==> config.mk <==
export PLATFORM = sky130hd
export DESIGN_NAME = fir_filter_q15
export DESIGN_NICKNAME = d
export VERILOG_FILES = /design/src/sv/firq15_pkg.sv /design/src/sv/firq15_cell.sv /design/src/sv/firq15_mac.sv /design/src/sv/fir_filter_q15.sv
export SDC_FILE = /design/constraint.sdc
export NUM_CORES = 2
export LEC_CHECK = 0
export ABC_AREA = 1
export BUFFER_PORTS_ARGS = -buffer_cell sky130_fd_sc_hd__buf_4
export CAP_MARGIN = 20
export CORE_ASPECT_RATIO = 0.5
export CORE_MARGIN = 10
export CORE_UTILIZATION = 60
export DETAILED_ROUTE_END_ITERATION = 10
export HOLD_SLACK_MARGIN = 0.15
export PLACE_DENSITY = 0.76
export SETUP_SLACK_MARGIN = 0.15
export SKIP_CTS_REPAIR_TIMING = 1
export SLEW_MARGIN = 0
export SYNTH_ARGS = -nofsm -noshare
export SYNTH_HDL_FRONTEND = slang
export SYNTH_HIERARCHICAL = 1
export SYNTH_SLANG_ARGS = --single-unit
==> constraint.sdc <==
create_clock -name clk -period 7.7 [get_ports clk]
set_input_delay 1.54 -clock clk [delete_from_list [all_inputs] [get_ports clk]]
set_output_delay 1.54 -clock clk [all_outputs]
set_load 0.1 [all_outputs]
==> src/sv/firq15_pkg.sv <==
// ----------------------------------------------------------------------------
// firq15_pkg: shared definitions for the q15 fir filter
// widths, tap count, input kind codes, sequencer states and the control
// structs that pass between the top level, the cells and the mac
// ----------------------------------------------------------------------------
package firq15_pkg;

    // number of taps in the ring of cells
    localparam int TAPS = 32;

    // field widths
    localparam int SAMPLE_W   = 16;
    localparam int COEF_W     = 16;
    localparam int COEF_IDX_W = 5;
    localparam int ACC_W      = 32;

    // tap counter width
    localparam int CNT_W = (TAPS > 1) ? $clog2(TAPS) : 1;

    // rounding constant and output slice
    localparam logic [ACC_W-1:0] ROUND_HALF = 32'd16384;
    localparam int               OUT_LSB    = 15;

    // input word kinds
    localparam logic KIND_COEF   = 1'b0;
    localparam logic KIND_SAMPLE = 1'b1;

    // sequencer states
    typedef enum logic [3:0] {
        ST_IDLE  = 4'b0001,
        ST_RUN   = 4'b0010,
        ST_DRAIN = 4'b0100,
        ST_DONE  = 4'b1000
    } firq15_state_t;

    // movement controls shared by every cell
    typedef struct packed {
        logic shift;
        logic rotate;
    } firq15_cell_ctrl_t;

    // controls for the multiply-accumulate unit
    typedef struct packed {
        logic clear;
        logic mul_en;
    } firq15_mac_ctrl_t;

endpackage

==> src/sv/firq15_cell.sv <==
// ----------------------------------------------------------------------------
// firq15_cell: one tap of the filter ring
// holds one delayed sample and one tap weight; shifts samples in on a new
// input and rotates both towards the head of the ring during the sum
// ----------------------------------------------------------------------------
module firq15_cell
    import firq15_pkg::*;
(
    input  logic                       clk,
    input  logic                       rst_n,
    input  firq15_cell_ctrl_t          ctrl,
    input  logic                       coef_we,
    input  logic signed [COEF_W-1:0]   coef_wdata,
    input  logic signed [SAMPLE_W-1:0] shift_sample,
    input  logic signed [SAMPLE_W-1:0] rot_sample,
    input  logic signed [COEF_W-1:0]   rot_coef,
    output logic signed [SAMPLE_W-1:0] sample_out,
    output logic signed [COEF_W-1:0]   coef_out
);

    logic signed [SAMPLE_W-1:0] sample_reg;
    logic signed [SAMPLE_W-1:0] sample_next;
    logic signed [COEF_W-1:0]   coef_reg;
    logic signed [COEF_W-1:0]   coef_next;

    // next sample: shift in, rotate or hold
    always_comb
    begin
        sample_next = sample_reg;
        if (ctrl.shift)
        begin
            sample_next = shift_sample;
        end
        else if (ctrl.rotate)
        begin
            sample_next = rot_sample;
        end
    end

    // next weight: rotate, write or hold
    always_comb
    begin
        coef_next = coef_reg;
        if (ctrl.rotate)
        begin
            coef_next = rot_coef;
        end
        else if (coef_we)
        begin
            coef_next = coef_wdata;
        end
    end

    // tap storage, cleared at reset
    always_ff @(posedge clk or negedge rst_n)
    begin
        if (!rst_n)
        begin
            sample_reg <= '0;
            coef_reg   <= '0;
        end
        else
        begin
            sample_reg <= sample_next;
            coef_reg   <= coef_next;
        end
    end

    assign sample_out = sample_reg;
    assign coef_out   = coef_reg;

endmodule

==> src/sv/firq15_mac.sv <==
// ----------------------------------------------------------------------------
// firq15_mac: multiply-accumulate at the head of the ring
// registered 16x16 product, wrapping 32-bit accumulator and the rounded
// q15 output slice
// ----------------------------------------------------------------------------
module firq15_mac
    import firq15_pkg::*;
(
    input  logic                       clk,
    input  logic                       rst_n,
    input  firq15_mac_ctrl_t           ctrl,
    input  logic signed [SAMPLE_W-1:0] head_sample,
    input  logic signed [COEF_W-1:0]   head_coef,
    output logic signed [SAMPLE_W-1:0] result
);

    logic signed [ACC_W-1:0] prod_reg;
    logic signed [ACC_W-1:0] prod_next;
    logic                    prod_vld_reg;
    logic [ACC_W-1:0]        acc_reg;
    logic [ACC_W-1:0]        acc_next;
    logic [ACC_W-1:0]        rounded;

    // product of the head tap
    assign prod_next = head_sample * head_coef;

    always_ff @(posedge clk)
    begin
        prod_reg <= prod_next;
    end

    always_ff @(posedge clk or negedge rst_n)
    begin
        if (!rst_n)
        begin
            prod_vld_reg <= 1'b0;
        end
        else
        begin
            prod_vld_reg <= ctrl.mul_en;
        end
    end

    // wrapping accumulation
    always_comb
    begin
        acc_next = acc_reg;
        if (ctrl.clear)
        begin
            acc_next = '0;
        end
        else if (prod_vld_reg)
        begin
            acc_next = acc_reg + ACC_W'(unsigned'(prod_reg));
        end
    end

    always_ff @(posedge clk or negedge rst_n)
    begin
        if (!rst_n)
        begin
            acc_reg <= '0;
        end
        else
        begin
            acc_reg <= acc_next;
        end
    end

    // round and take bits 30..15, top bit dropped
    assign rounded = acc_reg + ROUND_HALF;
    assign result  = signed'(rounded[OUT_LSB+SAMPLE_W-1:OUT_LSB]);

endmodule

==> src/sv/fir_filter_q15.sv <==
// ----------------------------------------------------------------------------
// fir_filter_q15: direct-form fir filter on signed q15 samples
// a ring of tap cells rotates samples and weights past one shared
// multiply-accumulate unit; one rounded 16-bit result per sample word
//
//   channel | handshake          | payload
//   --------+--------------------+------------------------------------------
//   input   | in_valid, in_stall | kind, sample, coef_index, coef_value
//   output  | out_valid,out_stall| filtered
//
// a coefficient word writes one tap weight and gives no result
// a sample word passes the accepting idle state, the run state, which rotates
// every tap of the ring past the single mac, the drain state and the done
// state, which loads the result into the output register once it is free
// reset clears all samples and weights and the sequencer; no clearing pass
// the result sits in an output register; a stalled output holds the next
// sample word in its final step, and the input stays stalled until it leaves
// ----------------------------------------------------------------------------
module fir_filter_q15
    import firq15_pkg::*;
(
    input  logic                         clk,
    input  logic                         rst_n,
    input  logic                         in_valid,
    output logic                         in_stall,
    input  logic                         kind,
    input  logic signed [SAMPLE_W-1:0]   sample,
    input  logic [COEF_IDX_W-1:0]        coef_index,
    input  logic signed [COEF_W-1:0]     coef_value,
    output logic                         out_valid,
    input  logic                         out_stall,
    output logic signed [SAMPLE_W-1:0]   filtered
);

    firq15_state_t              state_reg;
    firq15_state_t              state_next;
    logic [CNT_W-1:0]           cnt_reg;
    logic [CNT_W-1:0]           cnt_next;
    logic                       out_valid_reg;
    logic                       out_valid_next;
    logic signed [SAMPLE_W-1:0] filtered_reg;
    logic                       in_acc;
    logic                       sample_acc;
    logic                       coef_acc;
    logic                       last_tap;
    logic                       out_free;
    logic                       load_out;
    firq15_cell_ctrl_t          cell_ctrl;
    firq15_mac_ctrl_t           mac_ctrl;
    logic signed [SAMPLE_W-1:0] chain_sample [TAPS];
    logic signed [COEF_W-1:0]   chain_coef   [TAPS];
    logic [TAPS-1:0]            coef_we;
    logic signed [SAMPLE_W-1:0] mac_result;

    // handshake decode
    assign in_stall   = (state_reg != ST_IDLE);
    assign in_acc     = in_valid && !in_stall;
    assign sample_acc = in_acc && (kind == KIND_SAMPLE);
    assign coef_acc   = in_acc && (kind == KIND_COEF);
    assign last_tap   = (cnt_reg == CNT_W'(TAPS - 1));
    assign out_free   = !out_valid_reg || !out_stall;
    assign load_out   = (state_reg == ST_DONE) && out_free;

    // sequencer
    always_comb
    begin
        state_next = state_reg;
        cnt_next   = cnt_reg;
        case (state_reg)
            ST_IDLE:
            begin
                cnt_next = '0;
                if (sample_acc)
                begin
                    state_next = ST_RUN;
                end
            end
            ST_RUN:
            begin
                cnt_next = cnt_reg + 1'b1;
                if (last_tap)
                begin
                    state_next = ST_DRAIN;
                end
            end
            ST_DRAIN:
            begin
                state_next = ST_DONE;
            end
            ST_DONE:
            begin
                if (out_free)
                begin
                    state_next = ST_IDLE;
                end
            end
            default:
            begin
                state_next = ST_IDLE;
            end
        endcase
    end

    always_ff @(posedge clk or negedge rst_n)
    begin
        if (!rst_n)
        begin
            state_reg <= ST_IDLE;
            cnt_reg   <= '0;
        end
        else
        begin
            state_reg <= state_next;
            cnt_reg   <= cnt_next;
        end
    end

    // controls for the ring and the mac
    assign cell_ctrl.shift  = sample_acc;
    assign cell_ctrl.rotate = (state_reg == ST_RUN);
    assign mac_ctrl.clear   = sample_acc;
    assign mac_ctrl.mul_en  = (state_reg == ST_RUN);

    // ring of tap cells, head at cell 0
    for (genvar k = 0; k < TAPS; k++)
    begin : g_cell
        if (k < (1 << COEF_IDX_W))
        begin : g_we
            assign coef_we[k] = coef_acc && (coef_index == COEF_IDX_W'(k));
        end
        else
        begin : g_no_we
            assign coef_we[k] = 1'b0;
        end

        firq15_cell u_cell (
            .clk          (clk),
            .rst_n        (rst_n),
            .ctrl         (cell_ctrl),
            .coef_we      (coef_we[k]),
            .coef_wdata   (coef_value),
            .shift_sample ((k == 0) ? sample : chain_sample[(k + TAPS - 1) % TAPS]),
            .rot_sample   (chain_sample[(k + 1) % TAPS]),
            .rot_coef     (chain_coef[(k + 1) % TAPS]),
            .sample_out   (chain_sample[k]),
            .coef_out     (chain_coef[k])
        );
    end

    // shared multiply-accumulate
    firq15_mac u_mac (
        .clk         (clk),
        .rst_n       (rst_n),
        .ctrl        (mac_ctrl),
        .head_sample (chain_sample[0]),
        .head_coef   (chain_coef[0]),
        .result      (mac_result)
    );

    // output word register
    always_comb
    begin
        out_valid_next = out_valid_reg;
        if (load_out)
        begin
            out_valid_next = 1'b1;
        end
        else if (out_valid_reg && !out_stall)
        begin
            out_valid_next = 1'b0;
        end
    end

    always_ff @(posedge clk or negedge rst_n)
    begin
        if (!rst_n)
        begin
            out_valid_reg <= 1'b0;
        end
        else
        begin
            out_valid_reg <= out_valid_next;
        end
    end

    always_ff @(posedge clk)
    begin
        if (load_out)
        begin
            filtered_reg <= mac_result;
        end
    end

    assign out_valid = out_valid_reg;
    assign filtered  = filtered_reg;

    // a result word appears only after a finished sum
    a_out_from_done : assert property (@(posedge clk) disable iff (!rst_n)
        $rose(out_valid) |-> $past(state_reg == ST_DONE))
        else $error("result word without a finished sum");

    // a sample word starts the ring at the first tap
    a_sample_starts : assert property (@(posedge clk) disable iff (!rst_n)
        sample_acc |=> (state_reg == ST_RUN) && (cnt_reg == '0))
        else $error("sample word did not start the tap sweep");

    // the sweep ends after the last tap
    a_run_ends : assert property (@(posedge clk) disable iff (!rst_n)
        (state_reg == ST_RUN) && last_tap |=> (state_reg == ST_DRAIN))
        else $error("tap sweep did not end at the last tap");

    // a coefficient word starts no work
    a_coef_idle : assert property (@(posedge clk) disable iff (!rst_n)
        coef_acc |=> (state_reg == ST_IDLE) && !$rose(out_valid))
        else $error("coefficient word started a sum");

endmodule

Word-level counts from Yosys, hierarchy flattened --
Index checks and enable logic that the tools add are counted.
Cells by class: $add $sub $neg 3, $mul 1, div/mod/pow operators 0, magnitude comparators 0, equality and inequality tests 40, shift operators 0, muxes and demuxes 137, bitwise logic cells 1, reduce and logical (&&, ||, !) cells 79
Operators with widths (count):
- 16-bit 2-to-1 mux | 128
- 5-bit == test (second input constant) | 17
- 2-bit nonzero test | 36
- 32-bit 2-to-1 mux | 2
- 5-bit by 4-bit == test with 1-bit output (second input constant) | 8
- 1-bit logical AND | 37
- 32-bit adder | 1
- 16-bit by 16-bit multiplier with 32-bit output | 1
- 31-bit by 15-bit adder with 31-bit output (second input constant) | 1
- 5-bit by 3-bit == test with 1-bit output (second input constant) | 4
- 4-bit one-hot mux with 4 select lines | 1
- 4-bit 2-to-1 mux | 3
- 5-bit by 2-bit == test with 1-bit output (second input constant) | 2
- 5-bit one-hot mux with 2 select lines | 1
- 2-bit != test (second input constant) | 3
- 5-bit by 1-bit adder with 5-bit output (second input constant) | 1
- 5-bit by 1-bit == test with 1-bit output (second input constant) | 1
- 5-bit logical NOT | 1
- 4-bit by 1-bit == test with 1-bit output (second input constant) | 1
- 4-bit by 2-bit == test with 1-bit output (second input constant) | 1
- 4-bit by 3-bit == test with 1-bit output (second input constant) | 1
- 4-bit == test (second input constant) | 1
- 4-bit by 1-bit != test with 1-bit output (second input constant) | 1
- 1-bit logical NOT | 3
- other kinds (4) | 5
Storage, ports and cells: bits in registers 1115, bits in latches 0, bits in writable memories 0, ROM bits 0, output and inout bits 18, memories kept 0

Depth between registers and ports, before layout --
depth in word-level cells 7, depth in mapped cells 28, gate-level depth less buffers 26

By module --
Netlist, hierarchy kept.
Modules (own cells, without submodules):
- firq15_cell | times used 32, cells an instance 208, area an instance 1565.3 um2, sequential area each 800.8 um2
- firq15_mac | times used 1, cells an instance 2038, area an instance 14722.9 um2, sequential area each 1421.4 um2
- fir_filter_q15 | times used 1, cells an instance 152, area an instance 1301.2 um2, sequential area each 732.0 um2

Worst setup path after synthesis --
OpenSTA, ideal clock, no wires.
kind register -> register, start register g_cell[0].u_cell.sample_reg[15], end register u_mac.prod_reg[30], library setup time 113 ps, arrival 5379 ps, path slack 2208 ps, cell stages (with the launch flop) 23, clock period less this slack 5492 ps, cell sequence dfrtp_1 clkbuf_1 nand2_1 inv_1 fa_1 inv_1 fa_1 inv_1 fa_1 inv_1 fa_1 fa_1 fa_1 inv_1 ha_1 inv_1 nor3_1 and3_1 nand2_1 inv_1 nor2_1 nand3_1 nand2_1
On the way: cells in the longest elaborated chain, start to end 1
Ends and longest elaborated chain:
- from (decl) | line firq15_cell.sv:21 | logic signed [SAMPLE_W-1:0] sample_reg;
- from (signal assigned) | line firq15_cell.sv:64 | sample_reg <= sample_next;
- 16-bit by 16-bit multiplier with 32-bit output | line firq15_mac.sv:25 | assign prod_next = head_sample * head_coef;
- via u_mac.prod_next[30] | line firq15_mac.sv:18 | logic signed [ACC_W-1:0] prod_next;
- to (signal assigned) | line firq15_mac.sv:29 | prod_reg <= prod_next;
- to (decl) | line firq15_mac.sv:17 | logic signed [ACC_W-1:0] prod_reg;
The timed path passes the listed nets, and every way through them passes these cells. A chain may end at the register's enable or synchronous reset.

Worst setup path in the final report --
start register g_cell[0].u_cell.coef_reg[1], end register u_mac.prod_reg[30]
On the way: cells in the longest elaborated chain, start to end 1
Ends and longest elaborated chain:
- from (decl) | line firq15_cell.sv:23 | logic signed [COEF_W-1:0] coef_reg;
- from (signal assigned) | line firq15_cell.sv:65 | coef_reg <= coef_next;
- 16-bit by 16-bit multiplier with 32-bit output | line firq15_mac.sv:25
- via u_mac.prod_next[30] | line firq15_mac.sv:18
The timed path passes the listed nets, and every way through them passes these cells.

==> results.sh <==
export IMPL_finalCriticalPeriod_ns=6.11
export IMPL_ctsRootBufferMaster="clkbuf_16"
export IMPL_drt_initial_drc_count=6170
export IMPL_fin_tns_setup_ns=0
export IMPL_synth_enable_flop_cells=16
export IMPL_synth_compound_area_share=0.00967
export IMPL_register_area_um2=27800
export IMPL_critPathMostFrequentCell="inv_1"
export IMPL_post_synth_inst_count=8846
export IMPL_run_status="finished, final reports clean"
export IMPL_detail_route_first_pass_iterations=6
export IMPL_finalPower_w=0.0259
export IMPL_maxSlewHeadroom=0.326
export IMPL_adder_cell_share_of_the_synthesized_area=0.0992
export IMPL_syn_to_final_growth_pct=5.26
export IMPL_buffer_depth_of_the_longest_clock_path=3
export IMPL_finish_instance_area_um2=69600
export IMPL_worst_hold_path_type="reg2reg"
export IMPL_groute_usage_overall=0.274
export IMPL_floorplan_core_area_um2=108000
export IMPL_cp_start_kind="flip-flop"
export IMPL_grt_setup_unrepaired="false"
export IMPL_number_of_antenna_violations_at_the_first_check_in_global_routing=0
export IMPL_period_share=0.794
export IMPL_post_place_ws_ns=1.65
export IMPL_worstMarginPinSlew_ns=1.01
export IMPL_syn_area_per_cell_um2=7.47
export IMPL_crit_type="reg2reg"
export IMPL_timing_final_ws_setup_ns=1.59
export IMPL_dpl_wire_length_um=116000
export IMPL_syn_nets=9258
export IMPL_synth_mux_area_fraction=0
export IMPL_combinational_family_with_the_most_area_after_synthesis="simple AND/OR/NAND/NOR gates"
export IMPL_ys_seq_elements=1113
export IMPL_num_io_pins=60
export IMPL_required_ns=8.29
export IMPL_dieHeight_um=255
export IMPL_fin_nets=9062
export IMPL_worstPathBufferInverterCount=7
export IMPL_post_route_util=0.642
export IMPL_yosys_warnings=6
export IMPL_critical_path_cell_list="nand2_1 -> inv_1 -> fa_1 -> inv_1 -> fa_1 -> inv_1 -> fa_1 -> inv_1 -> fa_1 -> fa_1 -> fa_1 -> inv_1 -> ha_1 -> inv_1 -> nor3_1 -> and3_1 -> nand2_1 -> inv_1 -> nor2_1 -> nand3_1 -> nand2_1"
export IMPL_final_setup_viol_count=0
export IMPL_syn_cell_area_um2=66100
export IMPL_post_synth_xor_area_fraction=0.00609
export IMPL_ys_seq_area_frac=0.420
export IMPL_postSynth_topFlopCell="dfrtp_1"
export IMPL_drive_above_1_share=0.0553
export IMPL_dieWidth_um=489
export IMPL_detail_routed_net_length_per_standard_cell_um=16.9
export IMPL_power_density_nw_per_um2=372
export IMPL_cts_num_sinks=1113
export IMPL_critical_path_top_delay_family="adder cells"
export IMPL_max_freq_ghz=0.164
export IMPL_row_count=85
export IMPL_cp_slowest_cell="fa_1"
export IMPL_yosysUniqueCellTypes=48
export IMPL_vias=56168
export IMPL_route_final_wire_length_um=172000
export IMPL_clk_slew_on_worst_s_h_paths_ns=0.07
export IMPL_postRouteAntennaNets=0
export IMPL_drc=0
export IMPL_cts_buffers=100
export IMPL_fill_cells=9388
export IMPL_global_route_wire_length_before_repair_um=283000
export IMPL_routed_via_density=5.52
export IMPL_clock_latency_ns=0.74
export IMPL_slew_viol_final=0
export IMPL_dpl_instance_area_um2=66100
export IMPL_antenna_cells=0
export IMPL_initial_core_util=0.609
export IMPL_synth_async_sr_flop_share=0.958
export IMPL_globalRouteOverflowTotal=0
export IMPL_placement_io_buffers=59
export IMPL_number_of_global_route_vias_before_repair=53750
export IMPL_finalHoldViolCount=0
export IMPL_arrival_ns=6.70
export IMPL_grt_max_degree=164
export IMPL_cp_slowest_stage_delay_ns=0.72
export IMPL_place_congestion=0.904
export IMPL_finalClockSkew_ns=0.0586
export IMPL_critical_path_max_fanout=18
export IMPL_design_die_area_um2=125000
export IMPL_drv_max_cap_violation_count=0
export IMPL_multi_input_comb_area_um2=33000
export IMPL_clock_tree_htree_level_count=3
export IMPL_tritoncts_clock_tree="yes"
export IMPL_peakVddDrop_v=0.000330
export IMPL_power_static_leakage_nw=38.9
export IMPL_synth_simple_gate_area_share=0.384
export IMPL_worstSetupEndpointType="flip-flop"
routing by layer:
| metal | track usage | vias up | routed length, µm |
|---|---|---|---|
| li1 | - | 26877 | - |
| met1 | 0.400 | 26878 | 78400 |
| met2 | 0.425 | 2087 | 77200 |
| met5 | 0 | - | 0 |
| met4 | 0.0718 | 0 | 4370 |
| met3 | 0.0451 | 326 | 12300 |
worst reg2reg max path, delay by kind of cell (launching register included):
kind / cells / cell delay, ns
and+or+nand+nor: 7 / 0.85
buffers and inverters: 7 / 0.72
DFF: 1 / 0.62
adders and majority gates: 7 / 3.80
power by group:
part / leakage, nW / switching (W) / internal, W
combinational: 22.5 / 0.00750 / 0.00389
clock: 1.70 / 0.00240 / 0.00294
sequential: 14.6 / 0.00156 / 0.00757
total: 38.9 / 0.0115 / 0.0144
cell usage after synthesis (17+ instances only):
library cell | count | area (µm²)
fa_1 | 257 | 5140
buf_4 | 96 | 721
inv_2 | 98 | 368
xor2_1 | 29 | 254
ha_1 | 113 | 1410
buf_6 | 98 | 1100
o21ai_0 | 31 | 155
inv_1 | 565 | 2120
dfrtp_1 | 1065 | 26700
nand2_1 | 4747 | 17800
clkbuf_1 | 60 | 225
nor2_4 | 35 | 394
nand3_1 | 1111 | 5560
a21oi_1 | 66 | 330
xnor2_1 | 17 | 149
nor2_1 | 132 | 495
nor2_8 | 32 | 641
buf_2 | 161 | 806
dfxtp_1 | 31 | 621
metrics by stage:
stage	hold WS, ns	instances
after floorplan	0.448	8846
after global placement	0.463	9981
after detailed placement	0.465	9982
after CTS	0.485	10167
after global routing	0.490	10168
final	0.481	10168
area by class of cell:
class	instances	area share
Tap cell	1435	0.0258
Timing Repair Buffer	119	0.0152
Multi-Input combinational cell	6652	0.474
Sequential cell	1113	0.399
Clock inverter	43	0.00762
Clock buffer	142	0.0421
Inverter	664	0.0360
cell usage in the layout (no fill, tap or decap), types with 3 or more instances in the layout:
cell        Yosys  final
xor2_1         29     29
nand4_4         3      3
nor3_1         13     13
nor2_8         32     32
xnor2_1        17     17
and2_1          4      4
nor2_4         35     36
clkbuf_16       0    102
dfxtp_1        31     31
clkinvlp_4      0      5
o21bai_1        9      9
clkinv_4        0      3
o21ai_0        31     31
dfrtp_1      1065   1065
buf_4          96    105
nand4_1        16     16
edfxtp_1       16     16
inv_2          98     98
clkinv_2        0     21
fa_1          257    257
nor2_1        132    130
ha_1          113    113
a21oi_1        66     66
nand2_2         3      3
or2_2           6      6
inv_1         565    563
nor2_2          4      5
nand2_1      4747   4747
nand3_1      1111   1111
nor3_2          3      3
buf_12          0     12
clkbuf_8        0     23
bufinv_16       0      8
clkbuf_1       60     17
final timing paths:
| path | startpoint | end | cells after the start | slack (ns) |
|---|---|---|---|---|
| setup / recovery | g_cell[0].u_cell/coef_out[1] | u_mac/prod_reg[30] | 21 | 1.59 |
| hold / removal | g_cell[19].u_cell/coef_out[11] | g_cell[18].u_cell/coef_out[11] | 2 | 0.48 |
| setup reg to reg | g_cell[0].u_cell/coef_out[1] | u_mac/prod_reg[30] | 21 | 1.59 |
| hold reg to reg | g_cell[19].u_cell/coef_out[11] | g_cell[18].u_cell/coef_out[11] | 2 | 0.48 |
| max in group asynchronous | rst_n | g_cell[21].u_cell/coef_out[0] | 2 | 5.40 |
| min in group asynchronous | rst_n | g_cell[9].u_cell/sample_out[14] | 1 | 0.82 |
cell families after synthesis:
kind of cell / after synthesis
buffers and inverters: 1081
AO/OA/AOI/OAI: 116
XOR/XNOR: 46
adder cells (fa/ha/maj): 370
flip-flops: 1113
AND/OR/NAND/NOR: 6120
(Power assumes the default switching activity.)
